`src/rtl/sitoa_pkg.sv`:
```
// Shared types and constants for the signed integer to decimal text converter.
`timescale 1ns / 1ps

package sitoa_pkg;

    // Field widths.
    localparam int VALUE_W = 32;
    localparam int CHAR_W  = 6;

    // A 32-bit magnitude has at most ten decimal digits.
    localparam int NUM_DIGITS  = 10;
    localparam int DIGIT_IDX_W = 4;

    // Character codes, truncated to the six bits of the text port.
    localparam logic [CHAR_W-1:0] CHAR_ZERO  = 6'd48;
    localparam logic [CHAR_W-1:0] CHAR_MINUS = 6'd45;

    // Division by ten as a multiply by a scaled reciprocal and a right shift.
    // The pair is exact for every 32-bit unsigned dividend.
    localparam logic [VALUE_W-1:0] DIV10_RECIP = 32'hCCCC_CCCD;
    localparam int                 DIV10_SHIFT = 35;

    // Default depth of the job queue between the front and back parts.
    localparam int QUEUE_DEPTH_DEF = 2;

    // One classified job: the sign and the unsigned magnitude.
    typedef struct packed {
        logic               neg;
        logic [VALUE_W-1:0] mag;
    } sitoa_job_t;

endpackage

```
`src/rtl/sitoa_front.sv`:
```
// Front part: accepts input words and splits them into sign and magnitude.
`timescale 1ns / 1ps

module sitoa_front
    import sitoa_pkg::*;
(
    input  logic                      value_valid,
    output logic                      value_ready,
    input  logic signed [VALUE_W-1:0] value,
    input  logic                      queue_full,
    output logic                      queue_push,
    output sitoa_job_t                queue_data
);

    logic               neg;
    logic [VALUE_W-1:0] raw;

    // A word is taken whenever the queue has room.
    assign value_ready = !queue_full;
    assign queue_push  = value_valid && !queue_full;

    // The magnitude is formed in unsigned arithmetic, so the most negative
    // value maps to 2^31 without overflow.
    assign raw = $unsigned(value);
    assign neg = raw[VALUE_W-1];

    always_comb
    begin
        queue_data.neg = neg;
        queue_data.mag = neg ? (VALUE_W'(0) - raw) : raw;
    end

endmodule

```
`config.mk`:
```
export PLATFORM = sky130hd
export DESIGN_NAME = sitoa_front
export DESIGN_NICKNAME = d
export VERILOG_FILES = /design/src/rtl/sitoa_pkg.sv /design/src/rtl/sitoa_front.sv
export SDC_FILE = /design/constraint.sdc
export NUM_CORES = 1
export LEC_CHECK = 0
export BUFFER_PORTS_ARGS = -buffer_cell sky130_fd_sc_hd__buf_2
export CAP_MARGIN = 40
export CORE_ASPECT_RATIO = 1.75
export CORE_MARGIN = 2
export CORE_UTILIZATION = 35
export DETAILED_ROUTE_END_ITERATION = 7
export PLACE_DENSITY = 0.8
export REMOVE_ABC_BUFFERS = 1
export SLEW_MARGIN = 20
export SYNTH_ARGS = -nofsm -noshare
export SYNTH_HDL_FRONTEND = slang
export SYNTH_SLANG_ARGS = --single-unit
```
`constraint.sdc`:
```
create_clock -name vclk -period 1.9
set_clock_uncertainty 0.1 [all_clocks]
set_input_delay 0.38 -clock vclk [all_inputs]
set_output_delay 0.38 -clock vclk [all_outputs]
set_load 0.05 [all_outputs]
```
==> impl_metrics.json, run 1 <==
{
  "error": "[ERROR DPL-0033] detailed placement checks failed during check placement.",
  "hpwl_mm": 2.684,
  "postCtsHoldBufs": 0,
  "synth_compound_area_share_pct": 27.68,
  "failed_stage": "5_1_grt",
  "gp_congestion": 0.7138,
  "synthMuxAreaShare_pct": 0,
  "seq_area_frac_synth_pct": 0,
  "io_pins": 69,
  "synth_top_family_by_area": "simple AND/OR/NAND/NOR gates",
  "antenna_found_initial": 0,
  "syn-cell-area_sq_um": 804.5,
  "synth_top_cell_area_share_pct": 31.57,
  "avgSynthCellArea_sq_um": 7.966,
  "status": "aborted with a tool error",
  "synth_area_leaders": "xnor2_1 32%, o31ai_1 13%, o41ai_2 12%",
  "start_util_pct": 35.84,
  "place_ws_ps": -622.2,
  "port_buffers": 69,
  "synth_fa_ha_area_share_pct": 1.555,
  "synthDistinctLibCells": 29,
  "synth-xor-area-share_pct": 31.57,
  "die_width_microns": 40.24,
  "synth_cells": 101,
  "die_h_microns": 67.43,
  "fp-row-count": 23,
  "worst-ep-kind": "primary output",
  "yosys-top-cells-count": "29 x xnor2_1, 14 x o31ai_1, 10 x nand2_1",
  "worst_endpoint": "queue_data[28]",
  "yosysMostFrequentCell": "xnor2_1",
  "synth_warnings": 0,
  "grt_max_degree": 23,
  "yosys.area.top_type": "xnor2_1",
  "synthSimpleGateAreaFrac_pct": 33.44
}
logic make-up after synthesis:
family                   after synthesis
buffers and inverters                 10
AND/OR/NAND/NOR                       37
adder cells (fa/ha/maj)                1
AO/OA/AOI/OAI                         24
XOR/XNOR                              29
through the flow:
step,std cells,area [sq um]
2_1_floorplan,95,773.2
3_3_place_gp,230,1470
3_5_place_dp,230,1470
4_1_cts,236,1897
what timing repair did:
| item | CTS |
|---|---|
| gates cloned | 1 |
| resized for setup | 91 |
| pin swaps | 20 |
| endpoints found under the setup margin | 29 |
| setup buffers | 7 |
==> inputs of run 2 (changes only) <==
--- a/config.mk
+++ b/config.mk
@@ -7,11 +7,10 @@
 export LEC_CHECK = 0
 export BUFFER_PORTS_ARGS = -buffer_cell sky130_fd_sc_hd__buf_2
 export CAP_MARGIN = 40
-export CORE_ASPECT_RATIO = 1.75
 export CORE_MARGIN = 2
-export CORE_UTILIZATION = 35
+export CORE_UTILIZATION = 20
 export DETAILED_ROUTE_END_ITERATION = 7
-export PLACE_DENSITY = 0.8
+export PLACE_DENSITY_LB_ADDON = 0.15
 export REMOVE_ABC_BUFFERS = 1
 export SLEW_MARGIN = 20
 export SYNTH_ARGS = -nofsm -noshare
==> constraint.sdc (replaced) <==
create_clock -name vclk -period 2.5
set_clock_uncertainty 0.1 [all_clocks]
set_input_delay 0.5 -clock vclk [all_inputs]
set_output_delay 0.5 -clock vclk [all_outputs]
set_load 0.05 [all_outputs]
==> run 2 against run 1 <==
  * The flow now finishes, with violations (negative setup slack)
  * Synthesized cell count is the same
  * Area after synthesis is the same
==> impl_metrics.json, run 2 <==
{
  "synth_cells": 101,
  "hold_path.class": "in -> out",
  "crit_path_end_kind": "output pin",
  "period_share_pct": 103.9,
  "swShare_pct": 65.86,
  "p_switching_uw": 301.5,
  "slowest_stage": "nor4b_4",
  "fmax_mhz": 384.8,
  "route.layer.met1.wl_mm": 1.136,
  "grt_pass1_vias": 980,
  "num-nets-final": 230,
  "violations": "negative setup slack",
  "crit_chain": "buf_6 > inv_4 > ha_4 > nor4b_4 > nand4_2 > buf_4 > o31ai_2 > xnor2_1 > buf_4",
  "final_util_pct": 39.57,
  "cp.arrival_ps": 2000,
  "hpwl_mm": 2.366,
  "first_pass_iters": 3,
  "finalHoldViolCount": 0,
  "p_comb_share_pct": 100.0,
  "port_buffers": 69,
  "place_inst": 239,
  "antenna_found_initial": 0,
  "final_cell_mix": "50 x buf_4, 43 x buf_2, 29 x xnor2_1, 11 x o31ai_1, 9 x nand2_1",
  "filler_cell_count": 432,
  "required_ps": 1900,
  "drv_slew": 0,
  "p_int_uw": 156.3,
  "top_layer": "met3",
  "start_util_pct": 20.41,
  "grt_max_degree": 27,
  "globalRoute.totalOverflow": 0,
  "syn-cell-area_sq_um": 804.5,
  "synth_area_leaders": "xnor2_1 32%, o31ai_1 13%, o41ai_2 12%",
  "relSlewSlack_pct": 66.42,
  "avgSynthCellArea_sq_um": 7.966,
  "io_pins": 69,
  "yosys-top-cells-count": "29 x xnor2_1, 14 x o31ai_1, 10 x nand2_1",
  "fp-row-count": 23,
  "nClkBuffers": 0,
  "rsz0062_at_grt": "yes",
  "viasPerCell": 4.539,
  "syn2layout_area_growth_pct": 93.94,
  "status": "finished, violations left",
  "p_leak_uw": 0.0006699,
  "ant_nets": 0,
  "drc": 0,
  "seq_cells": 0,
  "synth_top_cell_area_share_pct": 31.57,
  "max_slew.worst_pin.slew_ps": 503.8,
  "register_area_sq_um": 0,
  "pwr_density_cell_nw_per_um2": 293.5,
  "die_width_microns": 67.43,
  "synthDistinctLibCells": 29,
  "crit_type": "in -> out",
  "drive_gt1_share_pct": 64.25,
  "die_h_microns": 67.43,
  "wl_per_cell_microns": 11.44,
  "drtIter0Drc": 26,
  "crit_family": "buffers and inverters",
  "drv_cap": 0,
  "layout_commonest_cell": "buf_4",
  "gp_congestion": 0.6889,
  "start_kind": "primary input",
  "path_buf_inv": 4,
  "fp.dieArea_sq_um": 4546,
  "multiInputGateArea_sq_um": 830.8,
  "n_antenna_cell": 0,
  "postCtsHoldBufs": 0,
  "wl_met2_mm": 1.541,
  "yosysMostFrequentCell": "xnor2_1",
  "seq_area_frac_synth_pct": 0,
  "vias": 1103,
  "peakVddDrop_mv": 0.1168,
  "wl_mm": 2.780,
  "min_from": "queue_full",
  "worst_slack_ps": -98.64,
  "wl_met3_microns": 101,
  "core_area_sq_um": 3943,
  "synth_warnings": 0,
  "hold_end": "value_ready",
  "min_period_ps": 2599,
  "cpMostUsedCell": "buf_4",
  "fin_cells": 243,
  "worstPathMaxFanout": 4,
  "whs_path_depth": 3,
  "yosys.area.top_type": "xnor2_1",
  "grt_use_total_pct": 11.30,
  "cp_slowest_stage_delay_ps": 290,
  "setup_viol_count_final": 10,
  "clockPowerShare_pct": 0,
  "power_frac_seq_pct": 0,
  "grt_pass1_wl_mm": 4.167
}
==> run 2: metal layers <==
layer | global-route usage, % | vias to the layer above
met5 | 0 | -
li1 | - | 563
met2 | 22.40 | 25
met3 | 0.1667 | 0
met1 | 14.31 | 515
met4 | 0 | 0
==> run 2: cell families after synthesis <==
logic type / count (synthesis) / synth area share [%]
buf+inv: 10 / 5.752
compound gates: 24 / 27.68
fa+ha+maj: 1 / 1.555
xor+xnor: 29 / 31.57
simple gates: 37 / 33.44
==> run 2: worst max path at each step <==
stage	from	to	slack, ps	cells after the start
detailed placement	value[1]	queue_data[28]	-210	8
finish	value[0]	queue_data[30]	-100	9
global route	value[1]	queue_data[30]	-200	9
CTS	value[1]	queue_data[28]	-130	8
global placement	value[1]	queue_data[30]	-190	8
floorplan	value[10]	queue_data[31]	-930	4
==> run 2: worst min-delay path, stage by stage <==
cell and delay (ps):
buf_2 90, inv_1 30, buf_2 200
==> run 2: what timing repair did <==
action,in CTS,in global routing
pin swaps,9,7
resized for setup,33,13
setup buffers,3,1
setup endpoints to repair,20,22
==> run 2: cell type report <==
cell class,count,share of cell area [%]
multi-input cells,91,53.25
repair buffers,98,41.46
well taps,50,4.010
inverters,4,1.283
==> run 2: power by group through the flow <==
stage          Sequential (uW)  Combinational (uW)  Clock, uW
2_1_floorplan                0                 272          0
3_3_place_gp                 0                 421          0
3_5_place_dp                 0                 423          0
4_1_cts                      0                 456          0
5_1_grt                      0                 483          0
6_report                     0                 458          0
==> run 2: stage by stage <==
step	total power (uW)	setup WS, ps	setup TNS, ps	instance area [sq um]	hold WS, ps
after floorplan	271.6	-934.5	-1838	773.2	900.0
after global placement	421.1	-194.7	-2792	1369	1209
after detailed placement	423.3	-209.0	-3036	1369	1212
after CTS	456.0	-126.5	-534.3	1510	1214
after global routing	483.0	-201.7	-2337	1560	1221
final	457.9	-98.64	-415.7	1560	1212
(Power assumes the default switching activity.)
==> inputs of run 3 (changes only) <==
==> constraint.sdc (replaced) <==
create_clock -name vclk -period 2.5
set_clock_uncertainty 0.1 [all_clocks]
set_input_delay 0.125 -clock vclk [all_inputs]
set_output_delay 0.125 -clock vclk [all_outputs]
set_load 0.05 [all_outputs]
==> run 3 against run 2 <==
  * The run now ends clean
  * Count of clock-buffer cells in the layout is the same
  * Global-route usage shrank 1.2 points
  * Fmax grew 30%
  * Cell area shrank 24%
  * Routed wire length shrank 11%
  * Combinational power shrank 14%
  * Non-clock buffer count shrank 28
  * Die area is the same
  * Flip-flop and latch count is the same
  * Largest cell class unchanged
==> impl_metrics.json, run 3 (synthesized netlist as in run 2, its figures left out) <==
{
  "die_h_microns": 67.43,
  "min_period_ps": 2002,
  "fp.dieArea_sq_um": 4546,
  "cp.arrival_ps": 1780,
  "p_leak_uw": 0.0004837,
  "tns_ps": 0,
  "p_comb_share_pct": 100.0,
  "worstPathMaxFanout": 4,
  "die_width_microns": 67.43,
  "max_slew.worst_pin.slew_ps": 572.1,
  "viasPerCell": 4.619,
  "hpwl_mm": 2.136,
  "core_area_sq_um": 3943,
  "postPlaceCellArea_sq_um": 1189,
  "num-nets-final": 202,
  "timing.critical_path.from": "value[0]",
  "fin_total_pwr_uw": 392.7,
  "postCtsHoldBufs": 0,
  "drc": 0,
  "grt_use_total_pct": 10.11,
  "drv_slew": 0,
  "io_pins": 69,
  "grt_max_degree": 34,
  "syn2layout_area_growth_pct": 47.74,
  "relSlewSlack_pct": 61.86,
  "fp-row-count": 23,
  "globalRoute.totalOverflow": 0,
  "drv_cap": 0,
  "ant_nets": 0,
  "swShare_pct": 73.27,
  "place_inst": 215,
  "endpoint": "queue_data[28]",
  "multiInputGateArea_sq_um": 758.2,
  "clockPowerShare_pct": 0,
  "gp_congestion": 0.6671,
  "setup_viol_count_final": 0,
  "peakVddDrop_mv": 0.1180,
  "crit_type": "in -> out",
  "nClkBuffers": 0,
  "drtIter0Drc": 25,
  "grt_pass1_wl_mm": 3.767,
  "crit_path_end_kind": "output pin",
  "power_frac_seq_pct": 0,
  "rsz0062_at_grt": "no",
  "wl_per_cell_microns": 11.55,
  "period_share_pct": 80.06,
  "final_cell_mix": "69 x buf_2, 29 x xnor2_1, 14 x o31ai_1, 10 x nand2_1, 6 x o41ai_2",
  "start_util_pct": 20.41,
  "seq_cells": 0,
  "fmax_mhz": 499.6,
  "cts_resized": 0,
  "pwr_density_cell_nw_per_um2": 330.4,
  "status": "complete, no violations",
  "required_ps": 2280,
  "p_int_uw": 105.0,
  "wl_mm": 2.484,
  "register_area_sq_um": 0,
  "grt_pass1_vias": 876,
  "finalHoldViolCount": 0,
  "fin_cells": 215,
  "layout_commonest_cell": "buf_2",
  "drive_gt1_share_pct": 51.52,
  "port_buffers": 69,
  "n_antenna_cell": 0,
  "antenna_found_initial": 0,
  "post-cts-setup-buffers": 0,
  "filler_cell_count": 438,
  "hold_path.class": "in -> out",
  "start_kind": "primary input",
  "postLayoutCellArea_sq_um": 1189,
  "vias": 993,
  "first_pass_iters": 4,
  "p_switching_uw": 287.7
}
run 3: changes by cell type in the layout (fill, tap and decap cells not counted), sizes merged:
cell,change
buf,-27
clkbuf,-1
run 3: metrics by stage:
| stage | utilization, % | worst slack (ps) | hold slack [ps] |
|---|---|---|---|
| 2_1_floorplan | - | -184.5 | 150.0 |
| 6_report | 30.15 | 498.4 | 461.3 |
| 3_5_place_dp | 30.15 | 484.5 | 463.3 |
| 4_1_cts | 30.15 | 473.1 | 463.6 |
| 5_1_grt | 30.15 | 337.5 | 468.8 |
| 3_3_place_gp | 30.15 | 526.1 | 458.6 |
run 3: how the worst min path moves through the flow:
stage          startpoint       endpoint  cells past startpoint
4_1_cts        queue_full    value_ready                      3
3_5_place_dp   queue_full    value_ready                      3
2_1_floorplan    value[0]  queue_data[0]                      0
3_3_place_gp   queue_full    value_ready                      3
6_report       queue_full    value_ready                      3
5_1_grt        queue_full    value_ready                      3
run 3: layout make-up:
type                       instances  share of cell area (%)
inverter                           4                   1.263
multi-input combinational         91                   63.79
tap                               50                   5.263
timing repair buffer              70                   29.68
run 3: metal layers:
layer | GRT usage, % | up-vias | share of wire [%]
met2 | 19.55 | 29 | 52
met5 | 0 | - | 0
met1 | 13.21 | 459 | 43
li1 | - | 505 | -
met4 | 0 | 0 | 0
met3 | 0.1667 | 0 | 5.0
run 3: power groups by stage:
stage	combinational, uW	sequential [uW]	clock [uW]
after floorplan	272	0	0
after global placement	393	0	0
after detailed placement	396	0	0
after CTS	397	0	0
after global routing	415	0	0
final	393	0	0
run 3: worst max-delay path, cell delays in order:
cell	delay [ps]
buf_2	120
inv_1	60
ha_1	180
nor4b_4	320
nand4_2	190
o41ai_2	360
xnor2_1	150
buf_2	270
==> inputs of run 4 (changes only) <==
==> constraint.sdc (replaced) <==
create_clock -name vclk -period 1.8
set_clock_uncertainty 0.1 [all_clocks]
set_input_delay 0.09 -clock vclk [all_inputs]
set_output_delay 0.09 -clock vclk [all_outputs]
set_load 0.05 [all_outputs]
==> run 4 against run 3 <==
  * Sequential share of layout area stayed put
  * Die area stayed put
  * Non-clock buffer count is 13 higher
  * Routed wire length is 3.5% higher
==> impl_metrics.json, run 4 (synthesized netlist as in run 2, its figures left out) <==
{
  "crit_type": "in -> out",
  "peakVddDrop_mv": 0.1555,
  "crit_path_end_kind": "output pin",
  "drc": 0,
  "min_period_ps": 1733,
  "final_cell_mix": "50 x buf_2, 29 x xnor2_1, 26 x buf_4, 11 x o31ai_1, 9 x nand2_1",
  "register_area_sq_um": 0,
  "whs_path_depth": 3,
  "nClkBuffers": 0,
  "grt_use_total_pct": 10.53,
  "fmax_mhz": 577.2,
  "hold_end": "value_ready",
  "cp_slowest_stage_delay_ps": 340,
  "drv_cap": 0,
  "io_pins": 69,
  "core_area_sq_um": 3943,
  "pwr_density_cell_nw_per_um2": 424.7,
  "fp.dieArea_sq_um": 4546,
  "drtIter0Drc": 37,
  "first_pass_iters": 3,
  "start_kind": "primary input",
  "rsz0062_at_grt": "yes",
  "syn2layout_area_growth_pct": 76.21,
  "n_antenna_cell": 0,
  "grt_pass1_vias": 971,
  "crit_chain": "buf_2 > nor4_4 > buf_4 > nand2_4 > o41ai_2 > xnor2_1 > buf_4",
  "grt_max_degree": 27,
  "fp-row-count": 23,
  "layout_commonest_cell": "buf_2",
  "relSlewSlack_pct": 66.33,
  "path_buf_inv": 3,
  "ant_nets": 0,
  "antenna_found_initial": 0,
  "globalRoute.totalOverflow": 0,
  "required_ps": 1610,
  "min_from": "queue_full",
  "finalHoldViolCount": 0,
  "whs_ps": 394.8,
  "crit_family": "buffers and inverters",
  "cpMostUsedCell": "buf_4",
  "cp.arrival_ps": 1540,
  "port_buffers": 69,
  "wl_per_cell_microns": 11.28,
  "die_width_microns": 67.43,
  "wl_mm": 2.571,
  "viasPerCell": 4.465,
  "max_slew.worst_pin.slew_ps": 505.0,
  "postCtsHoldBufs": 0,
  "slowest_stage": "o41ai_2",
  "setup_viol_count_final": 0,
  "drv_slew": 0,
  "p_leak_uw": 0.0005995,
  "worstPathMaxFanout": 9,
  "grt_pass1_wl_mm": 3.960,
  "period_share_pct": 96.26,
  "drive_gt1_share_pct": 60.67,
  "num-nets-final": 215,
  "hpwl_mm": 2.242,
  "hold_path.class": "in -> out",
  "status": "complete, no violations",
  "final_util_pct": 35.96,
  "start_util_pct": 20.41,
  "die_h_microns": 67.43,
  "vias": 1018,
  "seq_cells": 0,
  "gp_congestion": 0.6830
}
==> run 4: worst min-delay path: stages <==
cell   delay, ps
buf_2         80
inv_1         30
buf_2        200
==> run 4: metal layers <==
metal	wire, microns	track usage [%]
met1	1045	13.21
met2	1426	21.16
met3	99	0
met4	0	0
met5	0	0
==> run 4: final cells by class <==
class / count / area, sq um
fill: 431 / 2525
inverter: 4 / 17.52
multi-input combinational: 91 / 828.3
tap: 50 / 62.56
timing repair buffer: 83 / 509.2
==> run 4: metrics by stage <==
step                      total power, uW  setup slack [ps]  instance area [sq um]  instances  setup TNS [ps]
after floorplan                     377.2            -814.5                  773.2         95          -818.5
after global placement              562.9            -80.25                   1271        226          -567.2
after detailed placement            565.0            -97.74                   1271        226          -758.5
after CTS                           591.0            -24.48                   1344        226          -24.48
after global routing                635.2            -61.31                   1418        228          -241.2
final                               602.0             67.35                   1418        228               0
==> run 4: worst max-delay path by stage <==
stage | start | end | slack (ps) | cells after the start
floorplan | value[10] | queue_data[31] | -810 | 4
global route | value[17] | queue_data[29] | -60 | 7
finish | value[17] | queue_data[29] | 70 | 7
CTS | value[1] | queue_data[28] | -20 | 8
detailed placement | value[1] | queue_data[24] | -100 | 8
global placement | value[1] | queue_data[16] | -80 | 8
==> run 4: where the power goes <==
part	leakage, uW	switching, uW	internal [uW]	total, uW
sequential	0	0	0	0
combinational	0.000600	413	189	602
clock	0	0	0	0
total	0.000600	413	189	602
==> run 4: repair_timing <==
action | in CTS | in global routing
buffers inserted | 0 | 2
endpoints found under the setup margin | 19 | 16
pin swaps | 4 | 6
gates resized for setup | 20 | 20
