## config.mk

```make
export PLATFORM = sky130hd
export DESIGN_NAME = sitoa_fifo
export DESIGN_NICKNAME = d
export VERILOG_FILES = /design/src/rtl/sitoa_pkg.sv /design/src/rtl/sitoa_fifo.sv
export SDC_FILE = /design/constraint.sdc
export NUM_CORES = 1
export LEC_CHECK = 0
export ABC_AREA = 1
export BUFFER_PORTS_ARGS = -buffer_cell sky130_fd_sc_hd__buf_2
export CORE_AREA = 2 2 79 96
export DETAILED_ROUTE_END_ITERATION = 10
export DIE_AREA = 0 0 81 98
export GPL_TIMING_DRIVEN = 0
export PLACE_DENSITY_LB_ADDON = 0.15
export SKIP_LAST_GASP = 1
export SYNTH_ARGS = -nofsm -noshare
export SYNTH_HDL_FRONTEND = slang
export SYNTH_SLANG_ARGS = --single-unit
```

## constraint.sdc

```tcl
create_clock -name clk -period 2.3 [get_ports clk]
set_input_delay 0.345 -clock clk [delete_from_list [all_inputs] [get_ports clk]]
set_output_delay 0.345 -clock clk [all_outputs]
set_load 0.01 [all_outputs]
```

## src/rtl/sitoa_pkg.sv

```systemverilog
// Shared types and constants for the signed integer to decimal text converter.
`timescale 1ns / 1ps

package sitoa_pkg;

    // Field widths.
    localparam int VALUE_W = 32;
    localparam int CHAR_W  = 6;

    // A 32-bit magnitude has at most ten decimal digits.
    localparam int NUM_DIGITS  = 10;
    localparam int DIGIT_IDX_W = 4;

    // Character codes, truncated to the six bits of the text port.
    localparam logic [CHAR_W-1:0] CHAR_ZERO  = 6'd48;
    localparam logic [CHAR_W-1:0] CHAR_MINUS = 6'd45;

    // Division by ten as a multiply by a scaled reciprocal and a right shift.
    // The pair is exact for every 32-bit unsigned dividend.
    localparam logic [VALUE_W-1:0] DIV10_RECIP = 32'hCCCC_CCCD;
    localparam int                 DIV10_SHIFT = 35;

    // Default depth of the job queue between the front and back parts.
    localparam int QUEUE_DEPTH_DEF = 2;

    // One classified job: the sign and the unsigned magnitude.
    typedef struct packed {
        logic               neg;
        logic [VALUE_W-1:0] mag;
    } sitoa_job_t;

endpackage

```

## src/rtl/sitoa_fifo.sv

```systemverilog
// Short job queue between the front and back parts.
`timescale 1ns / 1ps

module sitoa_fifo
    import sitoa_pkg::*;
#(
    parameter int DEPTH = QUEUE_DEPTH_DEF
)
(
    input  logic       clk,
    input  logic       rst_n,
    input  logic       push,
    input  sitoa_job_t push_data,
    output logic       full,
    input  logic       pop,
    output sitoa_job_t pop_data,
    output logic       not_empty
);

    localparam int PTR_W = (DEPTH > 1) ? $clog2(DEPTH) : 1;
    localparam int CNT_W = $clog2(DEPTH + 1);
    localparam logic [PTR_W-1:0] LAST_PTR = PTR_W'(DEPTH - 1);

    sitoa_job_t       entry_reg [DEPTH];
    logic [PTR_W-1:0] wr_ptr_reg, wr_ptr_next;
    logic [PTR_W-1:0] rd_ptr_reg, rd_ptr_next;
    logic [CNT_W-1:0] count_reg, count_next;

    assign full      = (count_reg == CNT_W'(DEPTH));
    assign not_empty = (count_reg != '0);
    assign pop_data  = entry_reg[rd_ptr_reg];

    // Pointer and fill count updates, wrapping at the queue depth.
    always_comb
    begin
        wr_ptr_next = wr_ptr_reg;
        rd_ptr_next = rd_ptr_reg;
        count_next  = count_reg;
        if (push)
        begin
            wr_ptr_next = (wr_ptr_reg == LAST_PTR) ? '0 : wr_ptr_reg + 1'b1;
        end
        if (pop)
        begin
            rd_ptr_next = (rd_ptr_reg == LAST_PTR) ? '0 : rd_ptr_reg + 1'b1;
        end
        if (push && !pop)
        begin
            count_next = count_reg + 1'b1;
        end
        else if (pop && !push)
        begin
            count_next = count_reg - 1'b1;
        end
    end

    always_ff @(posedge clk or negedge rst_n)
    begin
        if (!rst_n)
        begin
            wr_ptr_reg <= '0;
            rd_ptr_reg <= '0;
            count_reg  <= '0;
        end
        else
        begin
            wr_ptr_reg <= wr_ptr_next;
            rd_ptr_reg <= rd_ptr_next;
            count_reg  <= count_next;
        end
    end

    // Entry storage carries payload only.
    always_ff @(posedge clk)
    begin
        if (push)
        begin
            entry_reg[wr_ptr_reg] <= push_data;
        end
    end

endmodule

```

==> metrics.yaml, run 1 <==
status: "completed"
place_congestion: 0.6071
setup_ws_ns: 0.5219
critPathKind: "reg -> out"
post-dp-hpwl_mm: 2.997
avgViaCountPerCell: 4.479
antenna_found_initial: 0
cts_root_buf: "clkbuf_8"
die_w_um: 81
placed_area_um2: 3216
maxCapViolations: 0
multi_input_area_um2: 568.0
port_buffers: 71
min_period_over_period: 0.7731
initial_core_util: 0.3880
clk_latency_ns: 0.32
drc: 0
tns_ns: 0
post-place-ws_ns: 0.3216
cts.sinks: 70
finalClockSkew_ns: 0.004334
grt_pass1_vias: 1548
crit_fanout: 10
cts.clk_slew.worst_paths_ns: 0.07
finalInstanceArea_um2: 3446
worst_slew_pin_slew_ns: 0.9490
synth-seq-cells: 70
htreeDepth: 3
seq_area_um2: 2082
drv_slew: 0
routed_wl_mm: 4.402
yosysWarnings: 0
core_um2: 7062
p_leak_nw: 1.420
grt_max_degree: 34
start_kind: "flop"
ioPinCount: 72
syn_to_final_growth_pct: 25.75
finalSetupViolCount: 0
rr_startpoint: "wr_ptr_reg"
hp-class: "in -> reg"
track_usage: 0.1218
synth_cell_types: 14
detail-route-antenna-nets: 0
syn-num-nets: 166
largest_register_ffs: 66
n_antenna_cell: 0
fin_crit_ns: 1.778
slew_headroom: 0.3658
p_per_area_nw_per_um2: 1199
first_pass_iters: 4
num_vias: 1375
gr-total-overflow: 0
core.rowCount: 34
peakVddDrop_uv: 526.1
synth_area_per_cell_um2: 21.41
syn_area_um2: 2740
startpoint: "rd_ptr_reg"
final_core_util: 0.4880
fmax_ghz: 0.5624
end_kind: "output pin"
hp-start: "push_data[5]"
cts_max_path_buffers: 2
cts_buffers: 9
fillers: 655
nets: 250
synth_cells: 128
drtIter0Drc: 47
fp.dieH_um: 98
cp.arrival_ns: 1.43
wire_per_inst_um: 14.34
grt_setup_unrepaired: "false"
seq_area_frac_synth: 0.7598
die-area_um2: 7938
grt_pass1_wl_mm: 7.044
drive_above_1_share: 0.5714
cts_tree: "done"
crit_required_ns: 1.96
postCtsSetupBuffers: 0
hold_violations: 0
[cells by family after synthesis]
logic type / Yosys count / synth area share
adders and majority gates: 1 / 0.004565
and+or+nand+nor: 10 / 0.01507
xor gates and xnor gates: 3 / 0.009591
DFF: 70 / 0.7598
muxes: 33 / 0.1753
buffers and inverters: 11 / 0.03562
[worst paths after layout]
path,cells past startpoint,slack [ns],end
min in group asynchronous,2,0.34,count_reg[0]
max in group asynchronous,2,1.84,wr_ptr_reg
hold / removal,1,0.21,entry_reg[0][5]
hold reg to reg,2,0.49,count_reg[1]
setup reg to reg,3,0.70,entry_reg[1][15]
setup / recovery,4,0.52,pop_data[31]
[cell usage in the layout (no fill, tap or decap), types with 2 or more instances in the layout]
master and n:
clkbuf_1 2, buf_2 71, xor2_1 2, edfxtp_1 66
dfrtp_1 4, mux2_2 4, buf_12 3, nand2_1 6
clkbuf_8 10, mux2_4 29, clkinv_2 2, inv_1 6
[power breakdown]
part	total (mW)	internal, mW	switching (mW)
Combinational	1.42	0.765	0.654
Sequential	1.78	1.70	0.0826
Clock	0.931	0.527	0.404
Total	4.13	2.99	1.14
[what timing repair did]
| item | CTS | global route |
|---|---|---|
| endpoints found under the setup margin | 0 | 0 |
| gates resized for setup | 0 | 0 |
| hold buffers | 1 | 0 |
| endpoints found under the hold margin | 4 | 0 |
[final cells by class]
type	count	area share
inverters	7	0.007625
plain buffers	4	0.02070
clock buffers	12	0.04212
well taps	90	0.03268
multi-input cells	47	0.1649
flip-flops and latches	70	0.6042
clock inverters	4	0.01380
repair buffers	73	0.1140
[cell usage after synthesis (all sizes together)]
| master | n | area share |
|---|---|---|
| nand2 | 6 | 0.0082 |
| ha | 1 | 0.0046 |
| nor2 | 2 | 0.0027 |
| buf | 4 | 0.026 |
| mux2 | 33 | 0.18 |
| nand3 | 1 | 0.0018 |
| nand4 | 1 | 0.0023 |
| inv | 7 | 0.0096 |
| xor2 | 2 | 0.0064 |
| edfxtp | 66 | 0.72 |
| dfrtp | 4 | 0.037 |
| xnor2 | 1 | 0.0032 |
[through the flow]
step	power, mW	hold slack, ns	std cells
floorplan	2.794	0.04941	128
global placement	3.185	0.1513	289
detailed placement	3.239	0.1554	289
CTS	4.185	0.1849	306
global route	4.362	0.1755	307
finish	4.133	0.2075	307
[per-layer routing]
metal,vias to the layer above,GRT usage,part of all wire
li1,652,-,-
met1,673,0.1163,0.36
met3,6,0.04898,0.062
met4,0,0.04694,0.016
met5,-,0,0
met2,44,0.2257,0.57
[critical path: stages, from the launching register on]
cell,delay (ns)
dfrtp_1,0.37
buf_6,0.15
buf_12,0.15
mux2_4,0.30
buf_2,0.14
No activity file was read; power rests on OpenSTA's default activity.
==> run 2, diff against run 1 <==
==> constraint.sdc (replaced) <==
create_clock -name clk -period 1.52 [get_ports clk]
set_input_delay 0.228 -clock clk [delete_from_list [all_inputs] [get_ports clk]]
set_output_delay 0.228 -clock clk [all_outputs]
set_load 0.01 [all_outputs]
==> run 2 against run 1 <==
The run now ends with setup timing left. Cell count up 1.6%. Clock power up 70%. Via count up 1.7%. Largest power group unchanged.
==> metrics.yaml, run 2 (synthesized netlist as in run 1, its figures left out) <==
placed_area_um2: 3216  # unchanged
fillers: 607  # was 655
final_common_cell: "edfxtp_1"  # was buf_2
post-dp-hpwl_mm: 3.001  # was 2.997 mm
die-area_um2: 7938  # unchanged
fp.dieH_um: 98  # unchanged
status: "finished with violations"  # was completed
drc: 0  # unchanged
port_buffers: 71  # unchanged
avgViaCountPerCell: 4.484  # was 4.479
grt_max_degree: 18  # was 34
grt_setup_unrepaired: "true"  # was false
violations: "setup timing"
final_core_util: 0.5050  # was 0.4880
fin_crit_ns: 1.656
cts.sinks: 70  # unchanged
slowest_delay_ns: 0.37  # about the same
core.rowCount: 34  # unchanged
cts_tree: "done"  # unchanged
wl_met2_mm: 2.709  # was 2.492 mm
grt_pass1_vias: 1543  # was 1548
gr-total-overflow: 0  # unchanged
start_kind: "flop"  # unchanged
first_pass_iters: 4  # unchanged
cts_root_buf: "clkbuf_8"  # unchanged
worst-r2r-setup-slack_ns: 0.11  # was 0.70 ns
drv_slew: 0  # unchanged
ioPinCount: 72  # unchanged
holdWs_ns: 0.07740  # was 0.2075 ns
finalClockSkew_ns: 0.007419  # was 0.004334 ns
p_leak_nw: 1.463  # was 1.420 nW
clk_latency_ns: 0.33  # was 0.32 ns
end_kind: "output pin"  # unchanged
path_cells: "buf_6, buf_12, mux2_4, buf_2"  # unchanged
finalSetupViolCount: 33  # was 0
drtIter0Drc: 63  # was 47
wire_per_inst_um: 15.17  # was 14.34 µm
peakVddDrop_uv: 916.9  # was 526.1 µV
track_usage: 0.1306  # was 0.1218
worst_slew_pin_slew_ns: 0.5523  # was 0.9490 ns
highest_layer: "met4"  # unchanged
p_per_area_nw_per_um2: 1864  # was 1199 nW/µm²
final_cell_mix: "edfxtp_1 (66), buf_2 (65), mux2_4 (32), clkbuf_8 (9), buf_6 (7)"  # was buf_2 (71), edfxtp_1 (66), mux2_4 (29), clkbuf_8 (10)
largest_register_ffs: 66  # unchanged
num_vias: 1399  # was 1375
min_period_over_period: 1.090
cts_buffers: 9  # unchanged
finalInstanceArea_um2: 3566  # was 3446 µm²
route.layer.met1.wl_mm: 1.692  # was 1.563 mm
fmax_ghz: 0.6038
place_congestion: 0.6314  # was 0.6071
drive_above_1_share: 0.5856  # was 0.5714
crit_required_ns: 1.29  # was 1.96 ns
path_buf_inv: 3  # unchanged
hp-class: "in -> reg"  # unchanged
routed_wl_mm: 4.732  # was 4.402 mm
slew_headroom: 0.6309  # was 0.3658
die_w_um: 81  # unchanged
antenna_found_initial: 0  # unchanged
critPathKind: "reg -> out"  # unchanged
crit_fanout: 10  # unchanged
met3WireLength_um: 250  # was 274 µm
initial_core_util: 0.3880  # unchanged
cts_max_path_buffers: 2  # unchanged
setup_ws_ns: -0.1361  # was 0.5219 ns
core_um2: 7062  # unchanged
syn_to_final_growth_pct: 30.14  # was 25.75%
crit_family: "buffers and inverters"  # unchanged
total_power_mw: 6.648  # was 4.133 mW
nets: 255  # was 250
cts.clk_slew.worst_paths_ns: 0.07  # about the same
slowest_stage: "dfrtp_1"  # unchanged
hold_violations: 0  # unchanged
maxCapViolations: 0  # unchanged
grt_pass1_wl_mm: 7.534  # was 7.044 mm
detail-route-antenna-nets: 0  # unchanged
htreeDepth: 3  # unchanged
n_antenna_cell: 0  # unchanged
cp.arrival_ns: 1.43  # about the same
==> run 2: cell count changes in the layout (fill, tap and decap cells not counted), sizes merged <==
| cell | change |
|---|---|
| buf | +3 |
| bufinv | +1 |
| clkbuf | -2 |
| clkinv | -2 |
| clkinvlp | +4 |
| nor2 | +1 |
==> run 2: area by class of cell <==
class	instances	area (µm²)	area share
Multi-Input combinational cell	48	590.6	0.1656
Clock buffer	10	127.6	0.03579
Sequential cell	70	2082	0.5839
Timing Repair Buffer	76	457.9	0.1284
Inverter	7	30.03	0.008421
Tap cell	90	112.6	0.03158
Clock inverter	6	86.33	0.02421
Buffer	4	71.32	0.02000
Timing Repair inverter	1	7.507	0.002105
==> run 2: path summary, 6_finish.rpt <==
kind,startpoint,to,cells after the start
worst max-delay path,rd_ptr_reg,pop_data[25],4
worst min-delay path,push_data[31],entry_reg[0][31],1
worst max register to register,wr_ptr_reg,entry_reg[1][7],3
worst min register to register,count_reg[1],count_reg[1],2
max in group asynchronous,rst_n,rd_ptr_reg,2
min in group asynchronous,rst_n,count_reg[1],2
==> run 2: worst reg2reg max path: cells and delay by family (launching register included) <==
| family | cells | cell delay (ns) |
|---|---|---|
| DFF | 1 | 0.54 |
| and+or+nand+nor | 1 | 0.25 |
| buffers and inverters | 2 | 0.33 |
==> run 2: where the power goes <==
group | switching, mW | internal (mW) | total (mW) | leakage [nW]
registers | 0.147 | 2.57 | 2.71 | 0.666
clock network | 0.657 | 0.918 | 1.58 | 0.0962
logic | 1.04 | 1.32 | 2.36 | 0.700
==> run 2: per-layer routing <==
layer	vias up	track usage
li1	664	-
met1	685	0.1345
met2	44	0.2371
met3	6	0.04251
met4	0	0.05346
met5	-	0
==> run 2: metrics by stage <==
step	setup slack (ns)	instances	TNS, ns
after floorplan	0.01624	128	0
after global placement	-0.3200	289	-12.25
after detailed placement	-0.3834	289	-16.74
after CTS	-0.1629	309	-7.224
after global routing	-0.1835	312	-5.603
final	-0.1361	312	-4.185
==> run 2: what timing repair did <==
action | CTS | global route
pin swaps | 1 | 0
hold buffers | 1 | 0
gates resized for setup | 8 | 4
cloned | 2 | 0
buffers inserted | 1 | 3
endpoints found under the setup margin | 99 | 66
endpoints found under the hold margin | 4 | 0
==> run 3, diff against run 2 <==
--- a/config.mk
+++ b/config.mk
@@ -5,14 +5,15 @@
 export SDC_FILE = /design/constraint.sdc
 export NUM_CORES = 1
 export LEC_CHECK = 0
-export ABC_AREA = 1
+export ABC_AREA = 0
 export BUFFER_PORTS_ARGS = -buffer_cell sky130_fd_sc_hd__buf_2
 export CORE_AREA = 2 2 79 96
 export DETAILED_ROUTE_END_ITERATION = 10
 export DIE_AREA = 0 0 81 98
 export GPL_TIMING_DRIVEN = 0
-export PLACE_DENSITY_LB_ADDON = 0.15
+export PLACE_DENSITY = 0.71
 export SKIP_LAST_GASP = 1
 export SYNTH_ARGS = -nofsm -noshare
 export SYNTH_HDL_FRONTEND = slang
 export SYNTH_SLANG_ARGS = --single-unit
+export TNS_END_PERCENT = 10
==> run 3 against run 2 <==
The flow still finishes with violations (setup timing). Via count decreased by 4.6%. Design area is 4.2% lower. Cell count decreased by 3.8%. Non-clock buffer count shrank 2. Largest power group unchanged.
==> metrics.yaml, run 3 <==
status: "finished with violations"  # unchanged
violations: "setup timing"  # unchanged
hp-class: "in -> reg"  # unchanged
largest_register_ffs: 66  # unchanged
synth_async_sr_flop_share: 0.05714  # unchanged
p_leak_nw: 1.392  # was 1.463 nW
yosysWarnings: 0  # unchanged
synthTopCellsByArea: "edfxtp_1 (73%), mux2_4 (16%), dfrtp_1 (3.7%)"  # was edfxtp_1 (72%), mux2_4 (16%), dfrtp_1 (3.7%)
core.rowCount: 34  # unchanged
post-place-ws_ns: -0.1382  # was -0.3834 ns
path_buf_inv: 3  # unchanged
yosysTopAreaCellShare: 0.7279  # was 0.7233
worst-r2r-setup-slack_ns: -0.06  # was 0.11 ns
netlist_top_cells_count: "edfxtp_1 (66), mux2_4 (29), dfrtp_1 (4), mux2_2 (4), xor2_1 (4)"  # was edfxtp_1 (66), mux2_4 (29), inv_1 (7)
yosysTopAreaCell: "edfxtp_1"  # unchanged
synth_cells: 119  # was 128
yosysMostFrequentCell: "edfxtp_1"  # unchanged
hold_violations: 0  # unchanged
post-place-cells: 280  # was 289
finalClockSkew_ns: 0.008131  # was 0.007419 ns
crit_family: "buffers and inverters"  # unchanged
grt_pass1_vias: 1473  # was 1543
holdWs_ns: 0.08059  # was 0.07740 ns
die_w_um: 81  # unchanged
clk_latency_ns: 0.33  # about the same
grt_pass1_wl_mm: 6.851  # was 7.534 mm
drtIter0Drc: 71  # was 63
nets: 243  # was 255
crit_fanout: 10  # unchanged
p_per_area_nw_per_um2: 1821  # was 1864 nW/µm²
final_cells: 300  # was 312
peakVddDrop_uv: 935.7  # was 916.9 µV
tns_ns: -6.080  # was -4.185 ns
crit_required_ns: 1.29  # about the same
total_power_mw: 6.219  # was 6.648 mW
rr_startpoint: "wr_ptr_reg"  # unchanged
place_congestion: 0.6546  # was 0.6314
grt_max_degree: 34  # was 18
grt_setup_unrepaired: "true"  # unchanged
path_cells: "buf_6, buf_12, mux2_4, buf_2"  # unchanged
detail-route-antenna-nets: 0  # unchanged
slew_headroom: 0.3847  # was 0.6309
finalSetupViolCount: 81  # was 33
hold_path_end: "entry_reg[1][30]"  # was entry_reg[0][31]
min_period_over_period: 1.090  # about the same
core_um2: 7062  # unchanged
end_kind: "output pin"  # unchanged
fp.dieH_um: 98  # unchanged
initial_core_util: 0.3855  # was 0.3880
cts_resized: 0  # was 8
first_pass_iters: 4  # unchanged
final_cell_mix: "buf_2 (71), edfxtp_1 (66), mux2_4 (29), clkbuf_8 (9)"  # was edfxtp_1 (66), buf_2 (65), mux2_4 (32), clkbuf_8 (9), buf_6 (7)
synth_area_per_cell_um2: 22.88  # was 21.41 µm²
reg2reg_depth: 1  # was 3
cts_buffers: 9  # unchanged
routed_wl_mm: 4.430  # was 4.732 mm
hold_depth: 1  # unchanged
post-dp-hpwl_mm: 3.003  # was 3.001 mm
track_usage: 0.1213  # was 0.1306
wire_per_inst_um: 14.77  # was 15.17 µm
syn_area_um2: 2723  # was 2740 µm²
hp-start: "push_data[30]"  # was push_data[31]
slowest_delay_ns: 0.37  # about the same
ioPinCount: 72  # unchanged
cts.sinks: 70  # unchanged
cts_tree: "done"  # unchanged
cts.clk_slew.worst_paths_ns: 0.07  # about the same
critPathKind: "reg -> out"  # unchanged
synth_edf_count: 66  # unchanged
htreeDepth: 3  # unchanged
gr-total-overflow: 0  # unchanged
n_antenna_cell: 0  # unchanged
cts_root_buf: "clkbuf_8"  # unchanged
drv_slew: 0  # unchanged
fillers: 621  # was 607
syn_to_final_growth_pct: 25.46  # was 30.14%
cts_max_path_buffers: 2  # unchanged
fin_crit_ns: 1.657  # was 1.656 ns
synthFlopType: "edfxtp_1"  # unchanged
setup_ws_ns: -0.1375  # was -0.1361 ns
r2r-end: "entry_reg[0][10]"  # was entry_reg[1][7]
syn-num-nets: 157  # was 166
fmax_ghz: 0.6033  # was 0.6038 GHz
num_vias: 1334  # was 1399
antenna_found_initial: 0  # unchanged
avgViaCountPerCell: 4.447  # was 4.484
cp.arrival_ns: 1.43  # about the same
seq_area_frac_synth: 0.7647  # was 0.7598
final_common_cell: "buf_2"  # was edfxtp_1
drc: 0  # unchanged
maxCapViolations: 0  # unchanged
synth_cell_types: 14  # unchanged
port_buffers: 71  # unchanged
start_kind: "flop"  # unchanged
die-area_um2: 7938  # unchanged
slowest_stage: "dfrtp_1"  # unchanged
synth-seq-cells: 70  # unchanged
drive_above_1_share: 0.6048  # was 0.5856
worst_slew_pin_slew_ns: 0.9189  # was 0.5523 ns
==> run 3: repair_timing <==
item	in CTS	in global routing
setup buffers	2	0
hold buffers	1	0
endpoints found under the hold margin	4	0
gates cloned	0	1
setup endpoints to repair	99	99
==> run 3: metrics by stage <==
| step | util | area (µm²) |
|---|---|---|
| after floorplan | - | 2730 |
| after global placement | 0.4529 | 3198 |
| after detailed placement | 0.4530 | 3199 |
| after CTS | 0.4825 | 3407 |
| after global routing | 0.4837 | 3416 |
| final | 0.4837 | 3416 |
==> run 3: cell families (layout without fill, tap and decap cells) <==
kind of cell  after synthesis  count (layout)  share of synthesized area
mux                        33              33                     0.1765
buf+inv                     5              95                    0.02757
simple gates                5               6                    0.01057
flops                      70              70                     0.7647
fa+ha+maj                   1               1                   0.004595
xor+xnor                    5               5                    0.01608
==> run 3: area by class of cell <==
type,count,area (µm²),area share
Multi-Input combinational cell,45,583.1,0.1707
Clock inverter,4,47.55,0.01392
Tap cell,90,112.6,0.03297
Sequential cell,70,2082,0.6095
Inverter,1,3.754,0.001099
Clock buffer,12,135.1,0.03956
Buffer,4,71.32,0.02088
Timing Repair Buffer,74,380.4,0.1114
==> run 3: routing by layer <==
| layer | global-route usage | routed length, µm | vias to the layer above |
|---|---|---|---|
| met5 | 0 | 0 | - |
| met4 | 0.07823 | 135 | 0 |
| met3 | 0.03142 | 201 | 11 |
| met2 | 0.2041 | 2309 | 44 |
| met1 | 0.1326 | 1783 | 649 |
| li1 | - | - | 630 |
==> run 3: report_power, final <==
group	internal (mW)	total [mW]	switching [mW]
clock network	0.754	1.38	0.623
logic	1.17	2.13	0.967
registers	2.57	2.71	0.136
==> run 3: how the worst max path moves through the flow <==
stage | start | end | slack [ns] | depth (start not counted)
after global placement | wr_ptr_reg | entry_reg[1][0] | -0.57 | 1
final | rd_ptr_reg | pop_data[1] | -0.14 | 4
after detailed placement | wr_ptr_reg | entry_reg[0][0] | -0.14 | 1
after CTS | rd_ptr_reg | pop_data[1] | -0.17 | 4
after floorplan | wr_ptr_reg | entry_reg[1][0] | -0.12 | 1
after global routing | rd_ptr_reg | pop_data[25] | -0.20 | 4
